### src/rtl/pcc_pkg.sv
// shared types, constants and the arctangent table of the polar/cartesian converter
// used by every module of the block; depends on nothing
package pcc_pkg;

  localparam int VEC_W = 36;          // cordic vector width, signed
  localparam int ANG_W = 34;          // angle accumulator width, signed, up to 32 fraction bits
  localparam int INV_GAIN = 10188014; // 1/cordic gain in q24
  localparam int ATAN_ENTRIES = 24;

  typedef enum logic {
    KIND_POLAR = 1'b0,
    KIND_CART  = 1'b1
  } kind_t;

  // one item in flight through the rotation pipeline
  typedef struct packed {
    kind_t                   kind;
    logic                    zero;
    logic signed [VEC_W-1:0] x;
    logic signed [VEC_W-1:0] y;
    logic signed [ANG_W-1:0] ang;
    logic signed [15:0]      cx;
    logic signed [15:0]      cy;
  } work_t;

  // atan(2^-i)/(2*pi) in units of 2^-32 turn
  function automatic logic [31:0] atan_turn32(input int i);
    logic [31:0] v;
    case (i)
      0:       v = 32'h20000000;
      1:       v = 32'h12E4051E;
      2:       v = 32'h09FB385B;
      3:       v = 32'h051111D4;
      4:       v = 32'h028B0D43;
      5:       v = 32'h0145D7E1;
      6:       v = 32'h00A2F61E;
      7:       v = 32'h00517C55;
      8:       v = 32'h0028BE53;
      9:       v = 32'h00145F2F;
      10:      v = 32'h000A2F98;
      11:      v = 32'h000517CC;
      12:      v = 32'h00028BE6;
      13:      v = 32'h000145F3;
      14:      v = 32'h0000A2F9;
      15:      v = 32'h0000517C;
      16:      v = 32'h000028BE;
      17:      v = 32'h0000145F;
      18:      v = 32'h00000A2F;
      19:      v = 32'h00000517;
      20:      v = 32'h0000028B;
      21:      v = 32'h00000145;
      22:      v = 32'h000000A2;
      23:      v = 32'h00000051;
      default: v = 32'h00000000;
    endcase
    return v;
  endfunction

endpackage

### src/rtl/pcc_queue.sv
// short queue between front and back end
// depends on pcc_pkg
module pcc_queue (
  input  logic           clk,
  input  logic           rst,
  input  logic           push,
  input  pcc_pkg::work_t push_data,
  output logic           full,
  input  logic           pop,
  output logic           empty,
  output pcc_pkg::work_t head
);

  pcc_pkg::work_t mem [4];
  logic [1:0]     wr_ptr;
  logic [1:0]     rd_ptr;
  logic [2:0]     count;

  assign full  = count == 3'd4;
  assign empty = count == 3'd0;
  assign head  = mem[rd_ptr];

  always_ff @(posedge clk) begin
    if (rst) begin
      wr_ptr <= '0;
      rd_ptr <= '0;
      count  <= '0;
    end else begin
      if (push) begin
        wr_ptr <= wr_ptr + 2'd1;
      end
      if (pop) begin
        rd_ptr <= rd_ptr + 2'd1;
      end
      count <= count + 3'(push) - 3'(pop);
    end
  end

  always_ff @(posedge clk) begin
    if (push) begin
      mem[wr_ptr] <= push_data;
    end
  end

endmodule

### config.mk
export PLATFORM = sky130hd
export DESIGN_NAME = pcc_queue
export DESIGN_NICKNAME = d
export VERILOG_FILES = /design/src/rtl/pcc_pkg.sv /design/src/rtl/pcc_queue.sv
export SDC_FILE = /design/constraint.sdc
export NUM_CORES = 1
export LEC_CHECK = 0
export ABC_AREA = 0
export BUFFER_PORTS_ARGS = -buffer_cell sky130_fd_sc_hd__buf_2
export CAP_MARGIN = 10
export CORE_MARGIN = 5
export CORE_UTILIZATION = 50
export DETAILED_ROUTE_END_ITERATION = 12
export GPL_TIMING_DRIVEN = 0
export HOLD_SLACK_MARGIN = 0.15
export PLACE_DENSITY = 0.71
export SYNTH_ARGS = -nofsm -noshare
export SYNTH_HDL_FRONTEND = slang
export SYNTH_SLANG_ARGS = --single-unit
### constraint.sdc
create_clock -name clk -period 11.4 [get_ports clk]
set_clock_uncertainty 0.2 [all_clocks]
set_input_delay 2.28 -clock clk [delete_from_list [all_inputs] [get_ports clk]]
set_output_delay 2.28 -clock clk [all_outputs]
set_load 0.01 [all_outputs]
==> impl_metrics.yaml <==
worst_setup_path:
  cp_common_cell: "buf_2"
  critical-path-slowest-cell: "buf_2"
  crit_arrival_ps: 2520
  cp_num_buf_inv: 4
  crit_chain: "clkbuf_1, buf_2, buf_2, mux4_2, buf_2"
  crit_family: "buffers and inverters"
  cp_data_required_time_ps: 8920
  cp_max_fo: 10
  cpPeakStageDelay_ps: 420
  cp-start-kind: "flop"
  cp-end-kind: "output pin"
  crit_type: "reg -> out"
yosys:
  synth_top_cell_by_area: "edfxtp_1"
  syn_area_mm2: 0.02064
  yosys_warnings: 0
  synth_top_area_share: 0.8148
  syn_avg_cell_area_um2: 26.66
  synth.area.top_cells: "edfxtp_1 (81%), mux4_2 (15%), dfxtp_1 (0.87%)"
  ys_types: 22
  syn_inst: 774
  synth.yosys.seq_area_share: 0.8235
  ys_seq_elements: 569
  syn_nets: 925
power:
  power.leakage_nw: 8.360
  power.density_mw_per_mm2: 186.6
  vdd_drop_max_mv: 0.1388
routing:
  dr.pass1.iters: 4
  routed_wl_mm: 39.46
  via_per_inst: 5.412
  drc: 0
  drt_iter0_drc: 710
  vias: 9216
  drt-wirelength-per-cell_um: 23.17
  antenna_left: 0
timing:
  tightest_slew_ps: 775.5
  slew_headroom: 0.4830
  hold_viol: 0
  setup_viol: 0
  setup_tns_ps: 0
  finalCriticalPeriod_ps: 4998
  finalCritPeriodShare: 0.4384
  max_clock_freq_mhz: 200.1
  rsz0062_at_grt: "false"
  layout_setup_ws_ps: 6402
  slew_violations: 0
die:
  die_y_um: 213.2
  core-area_mm2: 0.04083
  rows: 74
  start_util: 0.5055
  die-area_mm2: 0.04544
  pin_count: 286
  die_x_um: 213.2
clock_network:
  cts_setup_buffers: 0
  postCtsHoldBufs: 0
  clkSlewWorstSetupHoldPaths_ps: 60
  tritoncts: "yes"
  clockBufferDepth: 3
  clock_tree.root_cell: "clkbuf_16"
  cts_max_level: 2
  clock_sinks: 569
  cts_buffers: 55
  cts-resized-gates: 0
  clock_latency_ps: 580
placement:
  gp_congestion: 0.7026
  dp.cells: 1599
  numPortBuffers: 285
  post-dp-hpwl_mm: 24.65
  dp_slack_ps: 6882
outcome:
  status: "finished, final reports clean"
final_layout:
  regArea_mm2: 0.01700
  layout_common_cells: "edfxtp_1 (560), buf_2 (300), mux4_2 (140), clkbuf_16 (57), clkbuf_1 (16)"
  fin_nets: 1275
  fin_cells: 1703
  final_common_cell: "edfxtp_1"
  fillers: 2839
  multiInputGateArea_mm2: 0.003400
  drive_gt1_frac: 0.4671
  area.growth.synth_to_final_pct: 19.71
grt:
  grt_pass1_vias: 9895
  grt_max_degree: 55
  grt.overflow.total: 0
  antenna_found_initial: 9
  grt_pass1_wl_mm: 59.55
  grt_usage: 0.1747
hold_path:
  hold_path.class: "reg -> reg"
job:
  cap_violations: 0
synthesized netlist by cell type, drive strengths merged:
library cell and number:
nor2 5, xor3 1, clkbuf 4, fa 1, a21bo 1, and3 1
edfxtp 560, nor2b 2, inv 6, buf 28, a21oi 1, xnor2 2
mux2i 1, dfxtp 9, and2 4, nor3 1, mux4 140, nand3b 1
ha 6
through the flow:
stage / power, mW / area (um2) / utilization / hold WS [ps]
finish: 4.611 / 24710 / 0.6051 / 359.3
global route: 4.796 / 24700 / 0.6050 / 390.1
CTS: 4.677 / 24700 / 0.6050 / 359.2
detailed placement: 2.933 / 22960 / 0.5623 / 348.2
global placement: 2.933 / 22730 / 0.5567 / 318.8
floorplan: 2.737 / 20640 / - / 291.8
tightest hold or removal path: stages, from the launching register on:
cell,delay [ps]
dfxtp_1,330
nand3b_1,90
a21oi_1,80
cells by family after synthesis:
| kind of cell | after synthesis | share of synthesized area |
|---|---|---|
| flip-flops | 569 | 0.8235 |
| multiplexers | 141 | 0.1533 |
| XOR/XNOR | 3 | 0.002001 |
| buffers and inverters | 38 | 0.01225 |
| AND/OR/NAND/NOR | 14 | 0.003637 |
| adder cells (fa/ha/maj) | 7 | 0.004607 |
| AO/OA/AOI/OAI | 2 | 0.0007273 |
report_power, final:
group	internal, mW	switching (mW)
Combinational	0.207	0.242
Clock	1.01	0.731
Sequential	2.40	0.0210
Total	3.62	0.994
metal layers:
metal / share of wire / routed length, um / GRT usage
met1: 0.40 / 15680 / 0.2382
met2: 0.50 / 19700 / 0.2795
met3: 0.082 / 3233 / 0.05245
met4: 0.020 / 780 / 0.05022
met5: 0.0017 / 67 / 0
area by class of cell:
type / instances / area share
diodes: 2 / 0.0002026
plain buffers: 32 / 0.009318
clock buffers: 70 / 0.05971
clock inverters: 32 / 0.01074
inverters: 6 / 0.0009116
multi-input cells: 167 / 0.1376
flip-flops and latches: 569 / 0.6879
well taps: 532 / 0.02694
repair buffers: 293 / 0.06665
path summary, 6_finish.rpt:
kind	start	to	slack (ps)	cells past startpoint
worst max-delay path	flop	head[100]	6400	5
worst min-delay path	rd_ptr[0]	rd_ptr[1]	360	2
worst max register to register	wr_ptr[0]	mem[1][22]	8920	4
worst min register to register	rd_ptr[0]	rd_ptr[1]	360	2
state kept, by name (all words and copies together), names as in the netlist, named ones only:
| register | count |
|---|---|
| mem | 560 |
| count | 3 |
| rd_ptr | 2 |
| wr_ptr | 2 |
Power figures use the tool's default switching activity.
